[src/iirdf2_pkg.sv]
`timescale 1ns / 1ps
`default_nettype none

package iirdf2_pkg;

  localparam int SAMPLE_BITS   = 16;
  localparam int W_BITS        = 48;  // history word, Q32.16
  localparam int W_FRAC        = 16;
  localparam int COEF_BITS     = 32;  // Q4.28
  localparam int ACC_BITS      = 56;
  localparam int MAX_ORDER     = 4;
  localparam int ORD_BITS      = 3;
  localparam int CFG_IDX_BITS  = 3;
  localparam int CFG_DATA_BITS = 64;
  localparam int HALF_BITS     = 24;  // history word split for the multiplier
  localparam int OPND_BITS     = HALF_BITS + 1;
  localparam int PROD_BITS     = COEF_BITS + OPND_BITS;
  localparam int TERM_BITS     = 80;
  localparam int COEF_FRAC     = 28;

  localparam logic [TERM_BITS-1:0] TERM_RND = TERM_BITS'(1) << (COEF_FRAC - 1);
  localparam logic [ACC_BITS-1:0]  Y_RND    = ACC_BITS'(1) << (W_FRAC - 1);

  // register indexes
  localparam logic [CFG_IDX_BITS-1:0] CFG_NUM_COEF_01 = 3'd0;
  localparam logic [CFG_IDX_BITS-1:0] CFG_NUM_COEF_23 = 3'd1;
  localparam logic [CFG_IDX_BITS-1:0] CFG_NUM_COEF_4  = 3'd2;
  localparam logic [CFG_IDX_BITS-1:0] CFG_DEN_COEF_12 = 3'd3;
  localparam logic [CFG_IDX_BITS-1:0] CFG_DEN_COEF_34 = 3'd4;
  localparam logic [CFG_IDX_BITS-1:0] CFG_NUM_ORD     = 3'd5;
  localparam logic [CFG_IDX_BITS-1:0] CFG_DEN_ORD     = 3'd6;

  typedef struct packed {
    logic                          action;
    logic signed [SAMPLE_BITS-1:0] sample;
  } in_item_t;

  typedef struct packed {
    logic signed [SAMPLE_BITS-1:0] filtered;
    logic                          saturated;
  } out_item_t;

  typedef struct packed {
    logic [MAX_ORDER:0][COEF_BITS-1:0] b;
    logic [MAX_ORDER:1][COEF_BITS-1:0] a;
    logic [ORD_BITS-1:0]               nord;
    logic [ORD_BITS-1:0]               dord;
  } coef_t;

  typedef struct packed {
    logic                        vld;
    logic                        hi;
    logic                        neg;
    logic                        ld;
    logic signed [COEF_BITS-1:0] coef;
    logic signed [OPND_BITS-1:0] opnd;
    logic signed [ACC_BITS-1:0]  ld_val;
  } mac_op_t;

  typedef struct packed {
    logic                       busy;
    logic signed [ACC_BITS-1:0] acc;
  } mac_stat_t;

endpackage

`default_nettype wire

[src/iirdf2_mac.sv]
`timescale 1ns / 1ps
`default_nettype none

// Shared multiply-accumulate: one partial product per cycle, two per term.
// stage 1: coef * half word; stage 2: join halves and add rounding;
// stage 3: add or subtract the rounded term.
module iirdf2_mac (
  input  logic                 clk_i,
  input  logic                 rst_ni,
  input  iirdf2_pkg::mac_op_t   op_i,
  output iirdf2_pkg::mac_stat_t stat_o
);

  logic vld_q, hi_q, tv_q;
  logic neg_q, tneg_q;
  logic signed [iirdf2_pkg::PROD_BITS-1:0] prod_q, lo_q;
  logic signed [iirdf2_pkg::TERM_BITS-1:0] term_q, term_d;
  logic signed [iirdf2_pkg::ACC_BITS-1:0]  acc_q, acc_d, rterm;

  assign term_d = {{(iirdf2_pkg::TERM_BITS - iirdf2_pkg::PROD_BITS){lo_q[iirdf2_pkg::PROD_BITS-1]}},
                   lo_q}
                + {prod_q[iirdf2_pkg::TERM_BITS-iirdf2_pkg::HALF_BITS-1:0],
                   {iirdf2_pkg::HALF_BITS{1'b0}}}
                + iirdf2_pkg::TERM_RND;

  // floor((p + 2^27) / 2^28)
  assign rterm = {{(iirdf2_pkg::ACC_BITS - iirdf2_pkg::TERM_BITS + iirdf2_pkg::COEF_FRAC)
                   {term_q[iirdf2_pkg::TERM_BITS-1]}},
                  term_q[iirdf2_pkg::TERM_BITS-1:iirdf2_pkg::COEF_FRAC]};

  assign acc_d = tneg_q ? (acc_q - rterm) : (acc_q + rterm);

  always_ff @(posedge clk_i or negedge rst_ni) begin
    if (!rst_ni) begin
      vld_q <= 1'b0;
      hi_q  <= 1'b0;
      tv_q  <= 1'b0;
    end else begin
      vld_q <= op_i.vld;
      hi_q  <= op_i.hi;
      tv_q  <= vld_q & hi_q;
    end
  end

  always_ff @(posedge clk_i) begin
    prod_q <= op_i.coef * op_i.opnd;
    neg_q  <= op_i.neg;
    if (vld_q && !hi_q) begin
      lo_q <= prod_q;
    end
    if (vld_q && hi_q) begin
      term_q <= term_d;
      tneg_q <= neg_q;
    end
    if (op_i.ld) begin
      acc_q <= op_i.ld_val;
    end else if (tv_q) begin
      acc_q <= acc_d;
    end
  end

  assign stat_o.busy = vld_q | tv_q;
  assign stat_o.acc  = acc_q;

endmodule

`default_nettype wire

[src/iirdf2_seq.sv]
`timescale 1ns / 1ps
`default_nettype none

// Sequencer: feeds denominator terms, then numerator terms, to the MAC,
// keeps the history and forms w0 and the output sample.
module iirdf2_seq #(
  parameter int ORDER = 4
) (
  input  logic                  clk_i,
  input  logic                  rst_ni,
  input  logic                  in_valid_i,
  input  iirdf2_pkg::in_item_t  in_item_i,
  output logic                  idle_o,
  input  iirdf2_pkg::coef_t     cfg_i,
  input  logic                  out_ready_i,
  output logic                  done_o,
  output iirdf2_pkg::out_item_t res_o,
  output iirdf2_pkg::mac_op_t   op_o,
  input  iirdf2_pkg::mac_stat_t stat_i
);

  localparam int HIW = (ORDER > 1) ? $clog2(ORDER) : 1;
  localparam logic [iirdf2_pkg::ORD_BITS-1:0] ORD_MAX = iirdf2_pkg::ORD_BITS'(ORDER);
  localparam int SB = iirdf2_pkg::SAMPLE_BITS;
  localparam int AB = iirdf2_pkg::ACC_BITS;
  localparam int WB = iirdf2_pkg::W_BITS;
  localparam int YB = AB - iirdf2_pkg::W_FRAC;

  localparam logic [2:0] ST_IDLE      = 3'd0;
  localparam logic [2:0] ST_DEN       = 3'd1;
  localparam logic [2:0] ST_DEN_DRAIN = 3'd2;
  localparam logic [2:0] ST_NUM       = 3'd3;
  localparam logic [2:0] ST_NUM_DRAIN = 3'd4;

  localparam logic [WB-1:0] W_MAX = {1'b0, {(WB-1){1'b1}}};
  localparam logic [WB-1:0] W_MIN = {1'b1, {(WB-1){1'b0}}};
  localparam logic [SB-1:0] Y_MAX = {1'b0, {(SB-1){1'b1}}};
  localparam logic [SB-1:0] Y_MIN = {1'b1, {(SB-1){1'b0}}};

  logic [2:0] state_q, state_d;
  logic [iirdf2_pkg::ORD_BITS-1:0] idx_q, idx_d, nord_q, dord_q, nord_cl, dord_cl;
  logic half_q, half_d;
  logic [ORDER-1:0][WB-1:0] hist_q;
  logic [WB-1:0] w0_q, w0_sat, wsel;
  logic w0sat_q, w0_ovf, w0_ld, hist_clr, hist_shift, start;
  logic [HIW-1:0] hidx;
  logic [AB-1:0] y_sum;
  logic [YB-1:0] y_int;
  logic y_ovf;

  assign nord_cl = (cfg_i.nord > ORD_MAX) ? ORD_MAX : cfg_i.nord;
  assign dord_cl = (cfg_i.dord > ORD_MAX) ? ORD_MAX : cfg_i.dord;

  assign hidx = (idx_q == '0) ? '0 : HIW'(idx_q - 3'd1);
  assign wsel = (state_q == ST_NUM && idx_q == '0) ? w0_q : hist_q[hidx];

  // w0 clip to 48 bits
  assign w0_ovf = !((&stat_i.acc[AB-1:WB-1]) || !(|stat_i.acc[AB-1:WB-1]));
  assign w0_sat = w0_ovf ? (stat_i.acc[AB-1] ? W_MIN : W_MAX) : stat_i.acc[WB-1:0];

  // y: round half up to integer, then clip
  assign y_sum = stat_i.acc + iirdf2_pkg::Y_RND;
  assign y_int = y_sum[AB-1:iirdf2_pkg::W_FRAC];
  assign y_ovf = !((&y_int[YB-1:SB-1]) || !(|y_int[YB-1:SB-1]));

  assign res_o.filtered  = y_ovf ? (y_int[YB-1] ? Y_MIN : Y_MAX) : y_int[SB-1:0];
  assign res_o.saturated = y_ovf | w0sat_q;

  assign idle_o = (state_q == ST_IDLE);

  always_comb begin
    state_d    = state_q;
    idx_d      = idx_q;
    half_d     = half_q;
    start      = 1'b0;
    w0_ld      = 1'b0;
    hist_clr   = 1'b0;
    hist_shift = 1'b0;
    done_o     = 1'b0;
    op_o.vld    = 1'b0;
    op_o.hi     = half_q;
    op_o.neg    = (state_q == ST_DEN);
    op_o.ld     = 1'b0;
    op_o.ld_val = '0;
    op_o.coef   = (state_q == ST_NUM) ? cfg_i.b[idx_q] : cfg_i.a[idx_q];
    op_o.opnd   = half_q ? {wsel[WB-1], wsel[WB-1:iirdf2_pkg::HALF_BITS]}
                         : {1'b0, wsel[iirdf2_pkg::HALF_BITS-1:0]};
    unique case (state_q)
      ST_IDLE: begin
        if (in_valid_i) begin
          if (in_item_i.action) begin
            hist_clr = 1'b1;
          end else begin
            start       = 1'b1;
            op_o.ld     = 1'b1;
            op_o.ld_val = {{(AB-SB-iirdf2_pkg::W_FRAC){in_item_i.sample[SB-1]}},
                           in_item_i.sample, {iirdf2_pkg::W_FRAC{1'b0}}};
            idx_d       = 3'd1;
            half_d      = 1'b0;
            state_d     = (dord_cl == '0) ? ST_DEN_DRAIN : ST_DEN;
          end
        end
      end
      ST_DEN: begin
        op_o.vld = 1'b1;
        half_d   = ~half_q;
        if (half_q) begin
          if (idx_q == dord_q) state_d = ST_DEN_DRAIN;
          else idx_d = idx_q + 3'd1;
        end
      end
      ST_DEN_DRAIN: begin
        if (!stat_i.busy) begin
          w0_ld   = 1'b1;
          op_o.ld = 1'b1;
          idx_d   = '0;
          half_d  = 1'b0;
          state_d = ST_NUM;
        end
      end
      ST_NUM: begin
        op_o.vld = 1'b1;
        half_d   = ~half_q;
        if (half_q) begin
          if (idx_q == nord_q) state_d = ST_NUM_DRAIN;
          else idx_d = idx_q + 3'd1;
        end
      end
      ST_NUM_DRAIN: begin
        if (!stat_i.busy && out_ready_i) begin
          done_o     = 1'b1;
          hist_shift = 1'b1;
          state_d    = ST_IDLE;
        end
      end
      default: state_d = ST_IDLE;
    endcase
  end

  always_ff @(posedge clk_i or negedge rst_ni) begin
    if (!rst_ni) begin
      state_q <= ST_IDLE;
      idx_q   <= '0;
      half_q  <= 1'b0;
      nord_q  <= '0;
      dord_q  <= '0;
      hist_q  <= '0;
    end else begin
      state_q <= state_d;
      idx_q   <= idx_d;
      half_q  <= half_d;
      if (start) begin
        nord_q <= nord_cl;
        dord_q <= dord_cl;
      end
      if (hist_clr) begin
        hist_q <= '0;
      end else if (hist_shift) begin
        for (int i = ORDER - 1; i > 0; i--) begin
          hist_q[i] <= hist_q[i-1];
        end
        hist_q[0] <= w0_q;
      end
    end
  end

  always_ff @(posedge clk_i) begin
    if (w0_ld) begin
      w0_q    <= w0_sat;
      w0sat_q <= w0_ovf;
    end
  end

endmodule

`default_nettype wire

[src/iir_direct_form_two_filter_core.sv]
`timescale 1ns / 1ps
`default_nettype none
// Direct form II IIR section, one shared 32x25 multiplier, two partial products per term.
// Items are handled one at a time: the input stalls from acceptance until the result is
//   passed to the output register, and a clear item leaves the input free.
// Result timing is set by the MAC pipeline depth (3) drained twice and the serial terms,
//   whose number follows nord and dord, the clamped orders.
// Reset (rst_ni low, async): history zero, registers to defaults (b0 = 1.0), no result pending.

module iir_direct_form_two_filter_core #(
  parameter int ORDER = 4
) (
  input  logic                                  clk_i,
  input  logic                                  rst_ni,
  // sample items
  input  logic                                  in_valid_i,
  output logic                                  in_stall_o,
  input  iirdf2_pkg::in_item_t                  in_data_i,
  // filtered items
  output logic                                  out_valid_o,
  input  logic                                  out_stall_i,
  output iirdf2_pkg::out_item_t                 out_data_o,
  // register writes
  input  logic                                  cfg_we_i,
  input  logic [iirdf2_pkg::CFG_IDX_BITS-1:0]   cfg_idx_i,
  input  logic [iirdf2_pkg::CFG_DATA_BITS-1:0]  cfg_wdata_i
);

  localparam int CB = iirdf2_pkg::COEF_BITS;
  localparam int OB = iirdf2_pkg::ORD_BITS;

  // coefficient and order registers
  logic [2*CB-1:0] num01_q, num23_q, den12_q, den34_q;
  logic [CB-1:0]   num4_q;
  logic [OB-1:0]   nord_q, dord_q;

  iirdf2_pkg::coef_t     cfg;
  iirdf2_pkg::mac_op_t   mac_op;
  iirdf2_pkg::mac_stat_t mac_stat;
  iirdf2_pkg::out_item_t res;
  logic                  idle, done, out_ready;
  logic                  out_valid_q;
  iirdf2_pkg::out_item_t out_data_q;

  always_ff @(posedge clk_i or negedge rst_ni) begin
    if (!rst_ni) begin
      num01_q <= 64'h0000_0000_1000_0000;  // b0 = 1.0
      num23_q <= '0;
      num4_q  <= '0;
      den12_q <= '0;
      den34_q <= '0;
      nord_q  <= '0;
      dord_q  <= '0;
    end else if (cfg_we_i) begin
      unique case (cfg_idx_i)
        iirdf2_pkg::CFG_NUM_COEF_01: num01_q <= cfg_wdata_i;
        iirdf2_pkg::CFG_NUM_COEF_23: num23_q <= cfg_wdata_i;
        iirdf2_pkg::CFG_NUM_COEF_4:  num4_q  <= cfg_wdata_i[CB-1:0];
        iirdf2_pkg::CFG_DEN_COEF_12: den12_q <= cfg_wdata_i;
        iirdf2_pkg::CFG_DEN_COEF_34: den34_q <= cfg_wdata_i;
        iirdf2_pkg::CFG_NUM_ORD:     nord_q  <= cfg_wdata_i[OB-1:0];
        iirdf2_pkg::CFG_DEN_ORD:     dord_q  <= cfg_wdata_i[OB-1:0];
        default: ;  // unmapped index: ignored
      endcase
    end
  end

  assign cfg.b    = {num4_q, num23_q, num01_q};
  assign cfg.a    = {den34_q, den12_q};
  assign cfg.nord = nord_q;
  assign cfg.dord = dord_q;

  // item waits in the output register while the next one is computed
  assign out_ready = !out_valid_q || !out_stall_i;

  iirdf2_seq #(
    .ORDER(ORDER)
  ) u_seq (
    .clk_i       (clk_i),
    .rst_ni      (rst_ni),
    .in_valid_i  (in_valid_i),
    .in_item_i   (in_data_i),
    .idle_o      (idle),
    .cfg_i       (cfg),
    .out_ready_i (out_ready),
    .done_o      (done),
    .res_o       (res),
    .op_o        (mac_op),
    .stat_i      (mac_stat)
  );

  iirdf2_mac u_mac (
    .clk_i  (clk_i),
    .rst_ni (rst_ni),
    .op_i   (mac_op),
    .stat_o (mac_stat)
  );

  always_ff @(posedge clk_i or negedge rst_ni) begin
    if (!rst_ni) begin
      out_valid_q <= 1'b0;
    end else begin
      out_valid_q <= done | (out_valid_q & out_stall_i);
    end
  end

  always_ff @(posedge clk_i) begin
    if (done) begin
      out_data_q <= res;
    end
  end

  assign in_stall_o  = !idle;
  assign out_valid_o = out_valid_q;
  assign out_data_o  = out_data_q;

endmodule

`default_nettype wire

[config.mk]
export PLATFORM = sky130hd
export DESIGN_NAME = iir_direct_form_two_filter_core
export DESIGN_NICKNAME = d
export VERILOG_FILES = /design/src/iirdf2_pkg.sv /design/src/iirdf2_mac.sv /design/src/iirdf2_seq.sv /design/src/iir_direct_form_two_filter_core.sv
export SDC_FILE = /design/constraint.sdc
export NUM_CORES = 2
export LEC_CHECK = 0
export ABC_AREA = 1
export ABC_CLOCK_PERIOD_IN_PS = 7500
export BUFFER_PORTS_ARGS = -buffer_cell sky130_fd_sc_hd__buf_2
export CELL_PAD_IN_SITES_DETAIL_PLACEMENT = 1
export CELL_PAD_IN_SITES_GLOBAL_PLACEMENT = 2
export CORE_UTILIZATION = 36
export CTS_CLUSTER_DIAMETER = 60
export DETAILED_ROUTE_END_ITERATION = 10
export HOLD_SLACK_MARGIN = 0.1
export PLACE_DENSITY = 0.77
export SLEW_MARGIN = 5
export SYNTH_ARGS = -nofsm -noshare
export SYNTH_HDL_FRONTEND = slang
export SYNTH_SLANG_ARGS = --single-unit
[constraint.sdc]
create_clock -name clk_i -period 7.5 [get_ports clk_i]
set_input_delay 0.75 -clock clk_i [delete_from_list [all_inputs] [get_ports clk_i]]
set_output_delay 0.75 -clock clk_i [all_outputs]
set_load 0.005 [all_outputs]
==> impl_metrics.tcl <==
set metrics [dict create \
    status "finished with violations" \
    violations "negative setup slack" \
    grt_pass1_vias 68935 \
    syn_to_final_growth_pct 23.46 \
    design_area_sq_um 87910 \
    cts.sink_count 769 \
    initial_utilization_pct 36.40 \
    reg2reg_slack_ns -0.60 \
    tightest_slew_ns 1.234 \
    maxCapViolations 0 \
    overflow 0 \
    multi_input_area_sq_um 46580 \
    cpPeakStageDelay_ns 0.64 \
    worst_r2r_path_depth 37 \
    synthAdderAreaFrac_pct 28.70 \
    synth_common_cells "1701 x nand2_1, 1517 x inv_1, 1019 x nor2_1" \
    synth_xor_xnor_area_share_pct 2.337 \
    via_per_inst 5.193 \
    crit_family "adder cells" \
    fin_tns_setup_ns -17.30 \
    die_h_um 446.7 \
    grtUsageTotal_pct 28.01 \
    fillers 23148 \
    path_clk_slew_ns 0.06 \
    syn_nets 10058 \
    wl_per_cell_um 22.71 \
    root_buffer "clkbuf_16" \
    synth_area_leaders "fa_1 23%, dfrtp_1 18%, nand2_1 9.0%, edfxtp_1 8.8%, inv_1 8.0%" \
    cts_made_buffers 97 \
    rows 162 \
    startpoint_type "flip-flop" \
    synthFlopType "dfrtp_1" \
    drt_iter0_drc 4299 \
    die_w_um 446.7 \
    hold_depth 3 \
    vias 63298 \
    hold_path.class "input port to flip-flop" \
    synth-async-reset-ratio_pct 65.41 \
    slew-limit-headroom_pct 17.54 \
    yosys.area_share.simple_pct 19.21 \
    regArea_sq_um 20000 \
    reg2reg_from "u_seq.idx_q[0]$_DFFE_PN0P_" \
    yosys_warnings 0 \
    min_to "out_valid_o$_DFF_PN0_" \
    worstSetupPathType "flip-flop to flip-flop" \
    dieArea_sq_um 199600 \
    grt_pass1_wl_um 427200 \
    setup_viol 40 \
    min_period_over_period_pct 107.9 \
    clock_skew_ns 0.09693 \
    yosysMostFrequentCell "nand2_1" \
    portBuffers 107 \
    synth_top_family_by_area "adder cells" \
    grt_setup_unrepaired "true" \
    h-tree-depth 3 \
    ys_ff_latch 769 \
    hold_path.startpoint "out_stall_i" \
    grt_antenna_before_repair 6 \
    gp_congestion 0.9393 \
    drive_above_1_share_pct 18.02 \
    routed_wirelength_um 276900 \
    cts_tree "yes" \
    grt_max_degree 185 \
    r2r-end "u_mac.prod_q[52]$_DFF_P_" \
    ios 108 \
    hold_viol 0 \
    cts.path.max_buffers 3 \
    fmax_ghz 0.1235 \
    synth-compound-area-share_pct 11.19 \
    synthCells 8828 \
    synth_top_area_cell "fa_1" \
    cp_max_fo 8 \
    synth-edff-count 208 \
    ys_types 56 \
    whs_ns 0.2678 \
    drc 0 \
    crit_cells 37 \
    dp_hpwl_um 218500 \
    setup_ws_ns -0.5952 \
    slowest_stage "fa_2" \
    core_area_sq_um 195600 \
    clk_latency_ns 0.78 \
    drtPass1Iterations 5 \
    cp.arrival_ns 8.75 \
    synth_mux_area_share_pct 0 \
    nets 10707 \
    avgSynthCellArea_sq_um 8.066 \
    path_buf_inv 14 \
    required_ns 8.16 \
    min_period_ns 8.095 \
    seq_area_frac_synth_pct 28.08 \
    ant_nets 0 \
    crit_path_end_kind "flip-flop" \
    slew_viol_final 0 \
    placed_area_sq_um 79950 \
    netlist.area_leader.share_pct 23.05 \
    syn_area_sq_um 71200 \
]
[final cells by class]
cell class,instances,share of cell area [%]
antenna,4,0.01139
clock buffer,130,3.119
clock inverter,54,0.8369
inverter,1553,6.744
multi-input combinational,6137,52.98
sequential,769,22.75
tap,2624,3.735
timing repair buffer,919,9.815
[cell usage in the layout, fill, tap and decap left out, types with 66 or more instances in the layout]
cell type and instances:
nand2_1 1602, inv_1 1433, nor2_1 902, fa_1 754
o21ai_0 696, buf_4 609, dfrtp_1 500, nand3_1 461
ha_1 270, a21oi_1 257, edfxtp_1 208, o22ai_1 137
buf_12 117, xor2_1 115, buf_2 107, o211ai_1 102
clkbuf_16 102, inv_2 84, nand2_2 79, nor2_2 71
nor2_4 66, fa_2 66, buf_6 66
[stage by stage]
step	std cells	setup WS (ns)	util, %
2_1_floorplan	8828	-0.1592	-
3_3_place_gp	11875	-0.9588	40.88
3_5_place_dp	11875	-0.9574	40.88
4_1_cts	12142	-0.5428	44.17
5_1_grt	12189	-0.8628	44.94
6_report	12190	-0.5952	44.94
[worst max-delay path by stage]
| stage | slack [ns] | startpoint | endpoint |
|---|---|---|---|
| detailed placement | -0.96 | u_seq.idx_q[0]$_DFFE_PN0P_ | u_mac.prod_q[51]$_DFF_P_ |
| finish | -0.60 | u_seq.idx_q[0]$_DFFE_PN0P_ | u_mac.prod_q[52]$_DFF_P_ |
| floorplan | -0.16 | u_seq.idx_q[0]$_DFFE_PN0P_ | u_mac.prod_q[55]$_DFF_P_ |
| global placement | -0.96 | u_seq.idx_q[0]$_DFFE_PN0P_ | u_mac.prod_q[51]$_DFF_P_ |
| global route | -0.86 | u_seq.idx_q[0]$_DFFE_PN0P_ | u_mac.prod_q[41]$_DFF_P_ |
| CTS | -0.54 | u_seq.idx_q[0]$_DFFE_PN0P_ | u_mac.prod_q[55]$_DFF_P_ |
[kinds of logic (layout without fill, tap and decap cells)]
kind of cell	count (synthesis)	in the layout
AO/OA/AOI/OAI	1444	1444
XOR/XNOR	190	190
adder cells (fa/ha/maj)	1141	1141
buffers and inverters	1922	2656
flip-flops	769	769
other	0	4
AND/OR/NAND/NOR	3362	3362
[what timing repair did]
item | CTS | global route
cloned | 7 | 5
resized for setup | 566 | 281
pin swaps | 235 | 129
endpoints found under the setup margin | 43 | 46
hold buffers | 1 | 0
hold endpoints to repair | 65 | 0
setup buffers | 78 | 42
[metal layers]
layer / GRT usage, % / share of wire [%]
met1: 38.37 / 44
met2: 46.85 / 48
met3: 2.703 / 4.4
met4: 8.106 / 3.2
met5: 0 / 0.0069
[tightest hold or removal path: stages]
cell and delay (ns):
buf_2 0.10, inv_1 0.05, o21ai_0 0.07
[sequential cells by signal (all words and copies together) (netlist names), 17 cells and up]
register / count
den12_q: 64
u_mac.lo_q: 33
u_seq.hist_q: 192
out_data_o: 17
num23_q: 64
num4_q: 32
u_mac.acc_q: 56
u_mac.term_q: 52
num01_q: 64
u_mac.prod_q: 57
u_seq.w0_q: 48
den34_q: 64
Power is left out: the tool's default activity adds up to more than one toggle a clock period on the data nets, which glitch-free logic cannot reach.
